<file path="config.mk">
export PLATFORM = sky130hd
export DESIGN_NAME = ts_psi_packet_generator_core
export DESIGN_NICKNAME = d
export VERILOG_FILES = /design/src/rtl/tspsi_pkg.sv /design/src/rtl/ts_psi_packet_generator_core.sv
export SDC_FILE = /design/constraint.sdc
export NUM_CORES = 1
export LEC_CHECK = 0
export BUFFER_PORTS_ARGS = -buffer_cell sky130_fd_sc_hd__buf_2
export CAP_MARGIN = 0
export CORE_UTILIZATION = 40
export DETAILED_ROUTE_END_ITERATION = 7
export GPL_TIMING_DRIVEN = 0
export SKIP_LAST_GASP = 1
export SLEW_MARGIN = 40
export SYNTH_ARGS = -nofsm -noshare
export SYNTH_HDL_FRONTEND = slang
export SYNTH_SLANG_ARGS = --single-unit
</file>
<file path="constraint.sdc">
create_clock -name clk -period 6.6 [get_ports clk]
set_clock_uncertainty 0.2 [all_clocks]
set_input_delay 0.33 -clock clk [delete_from_list [all_inputs] [get_ports clk]]
set_output_delay 0.33 -clock clk [all_outputs]
set_load 0.005 [all_outputs]
</file>
<file path="src/rtl/tspsi_pkg.sv">
`timescale 1ns / 1ps

package tspsi_pkg;

	localparam int MAX_ENTRIES  = 32;
	localparam int PACKET_BYTES = 188;

	localparam int OP_W   = 2;
	localparam int ST_W   = 8;
	localparam int PID_W  = 13;
	localparam int ENT_W  = ST_W + PID_W;
	localparam int CFG_AW = 3;
	localparam int CFG_DW = 16;

	localparam logic [OP_W-1:0] OP_CLEAR  = 2'd0;
	localparam logic [OP_W-1:0] OP_APPEND = 2'd1;
	localparam logic [OP_W-1:0] OP_PAT    = 2'd2;
	localparam logic [OP_W-1:0] OP_PMT    = 2'd3;

	localparam logic [CFG_AW-1:0] REG_TS_ID      = 3'd0;
	localparam logic [CFG_AW-1:0] REG_PROGRAM    = 3'd1;
	localparam logic [CFG_AW-1:0] REG_PMT_PID    = 3'd2;
	localparam logic [CFG_AW-1:0] REG_PCR_PID    = 3'd3;
	localparam logic [CFG_AW-1:0] REG_VIDEO_TYPE = 3'd4;
	localparam logic [CFG_AW-1:0] REG_VIDEO_PID  = 3'd5;

	localparam logic [7:0] TS_SYNC      = 8'h47;
	localparam logic [7:0] TS_PUSI      = 8'h40;
	localparam logic [7:0] TS_PAYLOAD   = 8'h10;
	localparam logic [7:0] TID_PMT      = 8'h02;
	localparam logic [7:0] SEC_SYNTAX   = 8'hb0;
	localparam logic [7:0] SEC_VERSION  = 8'hc5;
	localparam logic [2:0] RSV3         = 3'b111;
	localparam logic [7:0] RSV_INFO     = 8'hf0;
	localparam logic [7:0] STUFF_BYTE   = 8'hff;
	localparam logic [7:0] SEC_LEN_BASE = 8'd13;
	localparam logic [7:0] ENTRY_BYTES  = 8'd5;

	localparam logic [31:0] CRC_POLY = 32'h04c11db7;
	localparam logic [31:0] CRC_INIT = 32'hffffffff;

	function automatic logic [31:0] crc_byte(input logic [31:0] c, input logic [7:0] b);
		logic [31:0] r;
		r = c ^ {b, 24'd0};
		for (int i = 0; i < 8; i++) begin
			r = r[31] ? ({r[30:0], 1'b0} ^ CRC_POLY) : {r[30:0], 1'b0};
		end
		return r;
	endfunction

	function automatic logic is_audio(input logic [ST_W-1:0] t);
		return (t == 8'h03) || (t == 8'h04) || (t == 8'h0f) || (t == 8'h81) || (t == 8'h87);
	endfunction

endpackage

</file>
<file path="src/rtl/ts_psi_packet_generator_core.sv">
`timescale 1ns / 1ps

// PAT/PMT packet generator for a single-program transport stream. Clear and append requests
// edit the elementary stream table. An emit request builds one 188-byte packet and sends it
// as 47 big-endian words, tlast on the final word; a PMT request with an empty table returns
// a single word of zero with tlast and tuser set. Packet bytes are produced one per clock
// while the output register is not stalled and no table read is pending, through a
// byte-serial CRC. A PMT first scans the stored entries for the section length and walks
// the table again during emission (registered table read). Requests are taken one at a
// time; the next one is accepted as soon as the last word sits in the output register.
module ts_psi_packet_generator_core #(
	parameter int MAX_ENTRIES = tspsi_pkg::MAX_ENTRIES
) (
	input  logic                          clk,
	input  logic                          arst_n,
	input  logic                          cfg_we,
	input  logic [tspsi_pkg::CFG_AW-1:0]  cfg_addr,
	input  logic [tspsi_pkg::CFG_DW-1:0]  cfg_data,
	input  logic                          s_axis_tvalid,
	output logic                          s_axis_tready,
	// opcode[1:0], stream_type[9:2], es_pid[22:10], zero[23]
	input  logic [23:0]                   s_axis_tdata,
	output logic                          m_axis_tvalid,
	input  logic                          m_axis_tready,
	// out_word[31:0]
	output logic [31:0]                   m_axis_tdata,
	output logic                          m_axis_tlast,
	// error[0]
	output logic                          m_axis_tuser
);

	localparam int CW = $clog2(MAX_ENTRIES + 1);
	localparam int AW = (MAX_ENTRIES > 1) ? $clog2(MAX_ENTRIES) : 1;
	localparam int PW = tspsi_pkg::PID_W;
	localparam int SW = tspsi_pkg::ST_W;
	localparam logic [7:0] LAST_POS = 8'(tspsi_pkg::PACKET_BYTES - 1);
	localparam logic [CW-1:0] FULL = CW'(MAX_ENTRIES);

	typedef enum logic [10:0] {
		ST_IDLE   = 11'b00000000001,
		ST_SFETCH = 11'b00000000010,
		ST_SCHK   = 11'b00000000100,
		ST_HDR    = 11'b00000001000,
		ST_VID    = 11'b00000010000,
		ST_AFETCH = 11'b00000100000,
		ST_ACHK   = 11'b00001000000,
		ST_AUD    = 11'b00010000000,
		ST_CRC    = 11'b00100000000,
		ST_PAD    = 11'b01000000000,
		ST_ERR    = 11'b10000000000
	} state_t;

	state_t state_q;

	logic [15:0]   ts_id_q, program_q;
	logic [PW-1:0] pmt_pid_q, pcr_pid_q, video_pid_q;
	logic [SW-1:0] video_type_q;

	logic [3:0]    pat_cc_q, cc_q;
	logic [CW-1:0] count_q, idx_q;
	logic          is_pmt_q;
	logic [7:0]    sec_len_q, pos_q;
	logic [2:0]    sub_q;
	logic [31:0]   crc_q;
	logic [23:0]   asm_q;
	logic [1:0]    asm_cnt_q;
	logic [SW+PW-1:0] entry_q;

	logic [SW+PW-1:0] es_mem [MAX_ENTRIES];
	logic [SW+PW-1:0] rdata_q;

	logic          out_valid_q, out_last_q, out_err_q;
	logic [31:0]   out_data_q;

	logic [tspsi_pkg::OP_W-1:0] in_op;
	logic [SW-1:0] in_st;
	logic [PW-1:0] in_pid;
	logic          in_req, byte_valid, byte_take, word_done, err_load;
	logic [7:0]    byte_d, hdr_byte, ent_byte;
	logic [SW+PW-1:0] ent_src;
	logic [CW-1:0] idx_inc;

	assign in_op  = s_axis_tdata[1:0];
	assign in_st  = s_axis_tdata[9:2];
	assign in_pid = s_axis_tdata[22:10];
	assign s_axis_tready = (state_q == ST_IDLE);
	assign in_req  = s_axis_tvalid && s_axis_tready;
	assign idx_inc = idx_q + CW'(1);

	always_ff @(posedge clk or negedge arst_n) begin
		if (!arst_n) begin
			ts_id_q      <= '0;
			program_q    <= 16'd1;
			pmt_pid_q    <= 13'd256;
			pcr_pid_q    <= 13'd8191;
			video_type_q <= '0;
			video_pid_q  <= '0;
		end else if (cfg_we) begin
			case (cfg_addr)
				tspsi_pkg::REG_TS_ID:      ts_id_q      <= cfg_data;
				tspsi_pkg::REG_PROGRAM:    program_q    <= cfg_data;
				tspsi_pkg::REG_PMT_PID:    pmt_pid_q    <= cfg_data[PW-1:0];
				tspsi_pkg::REG_PCR_PID:    pcr_pid_q    <= cfg_data[PW-1:0];
				tspsi_pkg::REG_VIDEO_TYPE: video_type_q <= cfg_data[SW-1:0];
				tspsi_pkg::REG_VIDEO_PID:  video_pid_q  <= cfg_data[PW-1:0];
				default: ;
			endcase
		end
	end

	// table memory, written only while idle
	always_ff @(posedge clk) begin
		if (in_req && in_op == tspsi_pkg::OP_APPEND && count_q < FULL) begin
			es_mem[count_q[AW-1:0]] <= {in_st, in_pid};
		end
		rdata_q <= es_mem[idx_q[AW-1:0]];
	end

	always_comb begin
		hdr_byte = 8'h00;
		case (pos_q)
			8'd0:  hdr_byte = tspsi_pkg::TS_SYNC;
			8'd1:  hdr_byte = is_pmt_q ? {3'b010, pmt_pid_q[12:8]} : tspsi_pkg::TS_PUSI;
			8'd2:  hdr_byte = is_pmt_q ? pmt_pid_q[7:0] : 8'h00;
			8'd3:  hdr_byte = tspsi_pkg::TS_PAYLOAD | {4'd0, cc_q};
			8'd5:  hdr_byte = is_pmt_q ? tspsi_pkg::TID_PMT : 8'h00;
			8'd6:  hdr_byte = tspsi_pkg::SEC_SYNTAX;
			8'd7:  hdr_byte = sec_len_q;
			8'd8:  hdr_byte = is_pmt_q ? program_q[15:8] : ts_id_q[15:8];
			8'd9:  hdr_byte = is_pmt_q ? program_q[7:0] : ts_id_q[7:0];
			8'd10: hdr_byte = tspsi_pkg::SEC_VERSION;
			8'd13: hdr_byte = is_pmt_q ? {tspsi_pkg::RSV3, pcr_pid_q[12:8]} : program_q[15:8];
			8'd14: hdr_byte = is_pmt_q ? pcr_pid_q[7:0] : program_q[7:0];
			8'd15: hdr_byte = is_pmt_q ? tspsi_pkg::RSV_INFO : {tspsi_pkg::RSV3, pmt_pid_q[12:8]};
			8'd16: hdr_byte = is_pmt_q ? 8'h00 : pmt_pid_q[7:0];
			default: hdr_byte = 8'h00;
		endcase
	end

	assign ent_src = (state_q == ST_VID) ? {video_type_q, video_pid_q} : entry_q;

	always_comb begin
		ent_byte = 8'h00;
		case (sub_q)
			3'd0: ent_byte = ent_src[SW+PW-1:PW];
			3'd1: ent_byte = {tspsi_pkg::RSV3, ent_src[12:8]};
			3'd2: ent_byte = ent_src[7:0];
			3'd3: ent_byte = tspsi_pkg::RSV_INFO;
			default: ent_byte = 8'h00;
		endcase
	end

	always_comb begin
		byte_valid = 1'b1;
		byte_d     = tspsi_pkg::STUFF_BYTE;
		case (state_q)
			ST_HDR:  byte_d = hdr_byte;
			ST_VID:  byte_d = ent_byte;
			ST_AUD:  byte_d = ent_byte;
			ST_CRC:  byte_d = crc_q[31 - 8 * sub_q[1:0] -: 8];
			ST_PAD:  byte_d = tspsi_pkg::STUFF_BYTE;
			default: byte_valid = 1'b0;
		endcase
	end

	assign byte_take = byte_valid && !(asm_cnt_q == 2'd3 && out_valid_q && !m_axis_tready);
	assign word_done = byte_take && asm_cnt_q == 2'd3;
	assign err_load  = (state_q == ST_ERR) && (!out_valid_q || m_axis_tready);

	always_ff @(posedge clk or negedge arst_n) begin
		if (!arst_n) begin
			state_q   <= ST_IDLE;
			pat_cc_q  <= '0;
			count_q   <= '0;
			idx_q     <= '0;
			pos_q     <= '0;
			sub_q     <= '0;
			asm_cnt_q <= '0;
		end else begin
			if (byte_take) begin
				pos_q     <= pos_q + 8'd1;
				asm_cnt_q <= asm_cnt_q + 2'd1;
			end
			case (state_q)
				ST_IDLE: begin
					pos_q <= '0;
					idx_q <= '0;
					sub_q <= '0;
					if (in_req) begin
						case (in_op)
							tspsi_pkg::OP_CLEAR: count_q <= '0;
							tspsi_pkg::OP_APPEND: begin
								if (count_q < FULL) count_q <= count_q + CW'(1);
							end
							tspsi_pkg::OP_PAT: begin
								pat_cc_q <= pat_cc_q + 4'd1;
								state_q  <= ST_HDR;
							end
							default: state_q <= (count_q == '0) ? ST_ERR : ST_SFETCH;
						endcase
					end
				end
				ST_SFETCH: state_q <= ST_SCHK;
				ST_SCHK: begin
					if (idx_inc == count_q) begin
						idx_q   <= '0;
						state_q <= ST_HDR;
					end else begin
						idx_q   <= idx_inc;
						state_q <= ST_SFETCH;
					end
				end
				ST_HDR: begin
					if (byte_take && pos_q == 8'd16) begin
						if (!is_pmt_q) state_q <= ST_CRC;
						else if (video_type_q != '0) state_q <= ST_VID;
						else state_q <= ST_AFETCH;
					end
				end
				ST_VID: begin
					if (byte_take) begin
						if (sub_q == 3'd4) begin
							sub_q   <= '0;
							state_q <= ST_AFETCH;
						end else begin
							sub_q <= sub_q + 3'd1;
						end
					end
				end
				ST_AFETCH: state_q <= ST_ACHK;
				ST_ACHK: begin
					idx_q <= idx_inc;
					if (tspsi_pkg::is_audio(rdata_q[SW+PW-1:PW])) state_q <= ST_AUD;
					else if (idx_inc == count_q) state_q <= ST_CRC;
					else state_q <= ST_AFETCH;
				end
				ST_AUD: begin
					if (byte_take) begin
						if (sub_q == 3'd4) begin
							sub_q   <= '0;
							state_q <= (idx_q == count_q) ? ST_CRC : ST_AFETCH;
						end else begin
							sub_q <= sub_q + 3'd1;
						end
					end
				end
				ST_CRC: begin
					if (byte_take) begin
						if (sub_q == 3'd3) begin
							sub_q   <= '0;
							state_q <= ST_PAD;
						end else begin
							sub_q <= sub_q + 3'd1;
						end
					end
				end
				ST_PAD: begin
					if (byte_take && pos_q == LAST_POS) state_q <= ST_IDLE;
				end
				ST_ERR: begin
					if (err_load) state_q <= ST_IDLE;
				end
				default: state_q <= ST_IDLE;
			endcase
		end
	end

	// per-request payload state
	always_ff @(posedge clk) begin
		if (in_req) begin
			is_pmt_q  <= (in_op == tspsi_pkg::OP_PMT);
			cc_q      <= (in_op == tspsi_pkg::OP_PMT) ? 4'd0 : pat_cc_q;
			sec_len_q <= (in_op == tspsi_pkg::OP_PMT && video_type_q != '0) ?
				tspsi_pkg::SEC_LEN_BASE + tspsi_pkg::ENTRY_BYTES : tspsi_pkg::SEC_LEN_BASE;
			crc_q     <= tspsi_pkg::CRC_INIT;
		end else begin
			if (state_q == ST_SCHK && tspsi_pkg::is_audio(rdata_q[SW+PW-1:PW])) begin
				sec_len_q <= sec_len_q + tspsi_pkg::ENTRY_BYTES;
			end
			// section bytes from table id up to the last entry feed the crc
			if (byte_take && ((state_q == ST_HDR && pos_q >= 8'd5) ||
					state_q == ST_VID || state_q == ST_AUD)) begin
				crc_q <= tspsi_pkg::crc_byte(crc_q, byte_d);
			end
		end
		if (state_q == ST_ACHK) entry_q <= rdata_q;
		if (byte_take) asm_q <= {asm_q[15:0], byte_d};
	end

	always_ff @(posedge clk or negedge arst_n) begin
		if (!arst_n) begin
			out_valid_q <= 1'b0;
		end else if (word_done || err_load) begin
			out_valid_q <= 1'b1;
		end else if (m_axis_tready) begin
			out_valid_q <= 1'b0;
		end
	end

	always_ff @(posedge clk) begin
		if (word_done) begin
			out_data_q <= {asm_q, byte_d};
			out_last_q <= (pos_q == LAST_POS);
			out_err_q  <= 1'b0;
		end else if (err_load) begin
			out_data_q <= '0;
			out_last_q <= 1'b1;
			out_err_q  <= 1'b1;
		end
	end

	assign m_axis_tvalid = out_valid_q;
	assign m_axis_tdata  = out_data_q;
	assign m_axis_tlast  = out_last_q;
	assign m_axis_tuser  = out_err_q;

endmodule

</file>
==> run summary, run 1 <==
crit path from = is_pmt_q
xor/xnor share of the synthesized area = 2.84%
iteration count of the initial detailed-routing pass = 7
CTS tree = yes
Main synth FF type = edfxtp_1
min Tclk post-route = 5.31 ns
number of global-route vias before repair = 21.6k
Cell Rows = 113
Residual DRC = 0
hold crit path type = in -> async
Avg Cell Area, Syn = 17.8 um2
peak supply drop = 0.000231 V
Detailed Place HPWL = 66400 um
Worst-Skew Late Latency = 0.69 ns
Distinct cells, synth = 85
Max Slew Vio Count = 0
LEAKAGE = 15.3 nW
initial antenna violation count = 3
Top Ports = 84
CP max-delay cell = a221oi_2
CP arrival = 5.65 ns
top-area cell type share of the netlist area = 59.3%
Syn Inst Count = 2172
post-cts gate resize count = 0
critical path class = reg -> reg
die width = 313 um
total power = 15.9 mW
PortBufs = 81
die area = 97900 um2
smallest hold slack = 0.0325 ns
final setup fails = 0
layout cells sized above 1 = 27.2%
clk root buf = clkbuf_16
Final ANT Viol Nets = 0
CTS buffer count = 96
vias per cell = 5.52
commonest non-fill, non-tap cell in the layout = edfxtp_1
Worst Setup End Kind = register
grt total ovfl = 0
complex-gate fraction of the synthesized area = 3.57%
Syn Std Cell Area = 38700 um2
n_diodes = 0
Tot GR Track Use = 19.8%
Post-synth EDFFs = 763
unrepaired setup endpoints after global routing = false
Post-Route WL = 96100 um
initial core utilization = 40.6%
Synth area leaders = edfxtp_1, mux4_2, dfrtp_1
CP Data Required Time = 6.94 ns
syn nets = 2239
first-pass GRT wire length = 143000 um
FF-to-FF Start = is_pmt_q
clock sink count = 937
CP delay by family, top = buffers and inverters
Reg2Reg Capture Point = crc_q[8]
CTS H-Tree Depth = 3
register area share after synthesis = 69.9%
post-route clock period utilization = 80.5%
Die Y = 313 um
Met2 Wirelength = 48700 um
Highest Signal Layer = met4
R2R cell count = 13
Buf+Inv Stages, Crit Path = 3
Slew HR = 39.9%
crit-path cells = clkbuf_1 -> clkbuf_1 -> buf_2 -> mux2i_1 -> o21ai_0 -> a31oi_1 -> nand4_1 -> a221oi_2 -> xnor2_2 -> xnor2_2 -> xor2_1 -> mux2i_1 -> nand2_1
Worst Path Max Fanout = 10
Fin Setup TNS = 0 ns
asr flop ratio synth = 12.8%
Slew @ Worst Pin = 0.901 ns
Initial DRC Count = 2007
Worst-path clk slew = 0.06 ns
Reg2Reg Setup Slack = 1.29 ns
post-synthesis mux area share = 16.3%
Layout Cells excl Fill = 3773
Max Clock Freq = 188 MHz
Yosys Warn Count = 0
routed len/inst = 25.5 um
largest family of logic cells by synthesized area = multiplexers
core outline area = 95300 um2
most frequent cells in the layout = edfxtp_1, mux4_2, nand2_1
Met3 Wirelength = 5150 um
Yosys reg bits = 937
via count = 20.8k
# fillers = 8042
final net count = 2501
crit path launch type = register
PwrDens = 349 nW/um2
largest net degree at the start of global routing = 65
Area Overhead vs Synth = 18.0%
Met1 Routed Length = 39800 um
adder-cell share of the synthesized area = 0.615%
slowest stage delay, CP = 0.71 ns
final hold viol count = 0
clock buffer depth = 3
Simple-Gate Fraction of Synth Area = 5.26%
# placed instances = 3552
gpl congestion = 0.896
status = completed
Max-Cap Viols = 0
leading area contributor after synthesis = edfxtp_1
synthesized netlist by cell type (all sizes together), types with 39 or more instances:
library cell  instances
nor2                 96
edfxtp              763
mux2i                39
o21ai                47
dfrtp               104
inv                  39
mux4                217
xnor2                63
nand2               161
dfxtp                54
clkbuf               92
mux2                 90
per-layer routing:
layer  global-route usage (%)  vias to the layer above
met5                        0                        -
met3                     2.85                      149
met2                     34.1                      700
li1                         -                     9127
met1                     26.4                    10900
met4                     5.14                        0
worst max path at each step:
stage / to / slack (ns) / cells after the start
detailed placement: crc_q[8] / 1.41 / 13
global route: crc_q[11] / 1.02 / 13
CTS: crc_q[8] / 1.39 / 13
global placement: es_mem[28][12] / 0.61 / 10
finish: crc_q[8] / 1.29 / 13
floorplan: es_mem[29][0] / 2.59 / 10
layout make-up:
cell class / instances / area, um2 / area share [%]
flip-flops and latches: 937 / 27000 / 59.2
multi-input cells: 1080 / 11300 / 24.8
clock buffers: 119 / 2580 / 5.66
repair buffers: 164 / 1770 / 3.87
well taps: 1265 / 1580 / 3.47
clock inverters: 53 / 684 / 1.50
plain buffers: 116 / 495 / 1.09
inverters: 39 / 146 / 0.321
cells by family after synthesis:
logic type | count (synthesis)
xor gates and xnor gates | 98
buffers and inverters | 155
DFF | 937
and+or+nand+nor | 423
muxes | 346
adders and majority gates | 19
AOI/OAI and AO/OA | 194
through the flow:
| stage | setup WS [ns] | instance area, um2 | utilization [%] |
|---|---|---|---|
| floorplan | 2.59 | 38700 | - |
| CTS | 1.39 | 45600 | 47.8 |
| finish | 1.29 | 45600 | 47.9 |
| global route | 1.02 | 45600 | 47.9 |
| global placement | 0.610 | 40600 | 42.6 |
| detailed placement | 1.41 | 41800 | 43.9 |
registers in the layout, summed over array words and instances (netlist names), 6 cells and up:
signal and count:
es_mem 672, crc_q 32, m_axis_tdata 32, asm_q 24
entry_q 21, rdata_q 21, program_q 16, ts_id_q 16
pcr_pid_q 13, pmt_pid_q 13, video_pid_q 13, state_q 11
pos_q 8, sec_len_q 8, video_type_q 8, count_q 6
idx_q 6
power by group:
group / internal, mW / switching (mW)
clock network: 3.27 / 2.31
logic: 1.44 / 1.85
registers: 6.81 / 0.220
what timing repair did:
item,CTS,global route
hold buffers,49,0
endpoints found under the hold margin,830,0
setup buffers,0,0
(Power assumes the default switching activity.)
==> run 2: changes to the inputs <==
==> constraint.sdc (replaced) <==
create_clock -name clk -period 5.3 [get_ports clk]
set_clock_uncertainty 0.2 [all_clocks]
set_input_delay 0.265 -clock clk [delete_from_list [all_inputs] [get_ports clk]]
set_output_delay 0.265 -clock clk [all_outputs]
set_load 0.005 [all_outputs]
==> run 2 against run 1 <==
Against the previous run: fmax is 8.3% higher; die area stayed put; first-iteration DRC count is 2.1% higher; global-route usage barely moved; critical endpoint is now crc_q[12].
==> run summary, run 2 (synthesis results as in run 1) <==
number of flip-flops in the largest register = 672
die area = 97900 um2
Max Slew Vio Count = 0
largest net degree at the start of global routing = 58
Post-Route WL = 96300 um
CTS H-Tree Depth = 3
grt total ovfl = 0
FF-to-FF Start = sub_q[1]
commonest non-fill, non-tap cell in the layout = edfxtp_1
post-route clock period utilization = 92.5%
n_diodes = 0
Worst Path Max Fanout = 10
gpl congestion = 0.896
final net count = 2504
Reg2Reg Setup Slack = 0.40 ns
clk root buf = clkbuf_16
hold crit path type = in -> reg
R2R cell count = 13
Worst Setup End Kind = register
initial core utilization = 40.6%
fin area = 45700 um2
Initial DRC Count = 2049
Detailed Place HPWL = 66400 um
Top Ports = 84
number of global-route vias before repair = 21.7k
iteration count of the initial detailed-routing pass = 7
CP max-delay cell = clkbuf_1
Tot GR Track Use = 19.9%
core outline area = 95300 um2
unrepaired setup endpoints after global routing = false
Area Overhead vs Synth = 18.1%
Slew HR = 39.9%
via count = 20.8k
Worst-Skew Late Latency = 0.69 ns
most frequent cells in the layout = edfxtp_1, mux4_2, nand2_1
Max Clock Freq = 204 MHz
CP Data Required Time = 5.61 ns
Worst-path clk slew = 0.06 ns
PortBufs = 81
routed len/inst = 25.5 um
peak supply drop = 0.000288 V
layout cells sized above 1 = 27.3%
initial antenna violation count = 3
CTS buffer count = 96
total power = 19.8 mW
crit-path cells = clkbuf_1 -> inv_1 -> ha_1 -> clkbuf_1 -> a22oi_1 -> mux2i_1 -> a311oi_1 -> o21bai_1 -> a221oi_4 -> xnor3_2 -> xnor3_2 -> xnor2_1 -> o21ai_1
Cell Rows = 113
PwrDens = 434 nW/um2
Slew @ Worst Pin = 0.901 ns
Final ANT Viol Nets = 0
critical path class = reg -> reg
LEAKAGE = 15.3 nW
WHS Path Cells = 4
Max-Cap Viols = 0
slowest stage delay, CP = 0.61 ns
first-pass GRT wire length = 143000 um
final setup fails = 0
final hold viol count = 0
CP arrival = 5.22 ns
Fin Setup TNS = 0 ns
CTS tree = yes
status = completed
worst min-delay path startpoint = s_axis_tvalid
Reg2Reg Capture Point = crc_q[12]
# fillers = 8031
Placed Area = 41800 um2
Residual DRC = 0
# Post-CTS Setup Buffers = 0
clock sink count = 937
min Tclk post-route = 4.90 ns
crit path launch type = register
Hold Path End = count_q[0]
Die Y = 313 um
vias per cell = 5.52
die width = 313 um
clock buffer depth = 3
-- run 2: cell count changes in the layout (fill, tap and decap cells not counted) --
| cell | change |
|---|---|
| a221oi_2 | -1 |
| a221oi_4 | +1 |
| buf_1 | -1 |
| buf_16 | +1 |
| clkbuf_1 | -1 |
| clkbuf_2 | +2 |
| dlygate4sd3_1 | +2 |
-- run 2: stage by stage --
step	instances	hold slack (ns)	setup WS, ns	utilization (%)
after CTS	3776	0.0181	0.0938	47.9
final	3776	0.0665	0.396	47.9
after detailed placement	3552	0.0544	0.112	43.9
after global placement	3518	0.192	-0.690	42.6
after global routing	3776	0.0643	0.180	47.9
after floorplan	2172	-0.231	1.29	-
-- run 2: power breakdown --
part / switching, mW / internal (mW)
clock network: 2.88 / 4.07
registers: 0.275 / 8.48
logic: 2.31 / 1.80
-- run 2: layer usage --
layer / track usage, % / share of wire [%]
met5: 0 / 0
met4: 5.19 / 2.4
met3: 2.88 / 5.4
met2: 34.1 / 51
met1: 26.5 / 41
-- run 2: how the worst max path moves through the flow --
| stage | startpoint | to | depth (start not counted) |
|---|---|---|---|
| after floorplan | state_q[4] | es_mem[29][0] | 10 |
| after global placement | state_q[4] | es_mem[28][12] | 10 |
| after detailed placement | is_pmt_q | crc_q[8] | 13 |
| after CTS | is_pmt_q | crc_q[8] | 13 |
| after global routing | is_pmt_q | crc_q[11] | 13 |
| final | sub_q[1] | crc_q[12] | 13 |
-- run 2: repair_timing --
action | in CTS | in global routing
setup endpoints to repair | 0 | 10
gates resized for setup | 0 | 4
hold buffers | 52 | 0
endpoints found under the hold margin | 880 | 0
-- run 2: critical path, delay by kind of cell (launching register included) --
| family | cells | cell delay [ns] |
|---|---|---|
| xor+xnor | 3 | 1.15 |
| mux | 1 | 0.11 |
| compound gates | 5 | 1.54 |
| flops | 1 | 0.45 |
| fa+ha+maj | 1 | 0.28 |
| buf+inv | 3 | 1.03 |
-- run 2: layout make-up --
type                       count  area (um2)  share of cell area, %
buffer                       116         498                   1.09
inverter                      39         146                  0.321
sequential                   937       27000                   59.2
tap                         1265        1580                   3.47
clock buffer                 119        2580                   5.66
timing repair buffer         167        1810                   3.97
clock inverter                53         684                   1.50
multi-input combinational   1080       11300                   24.8
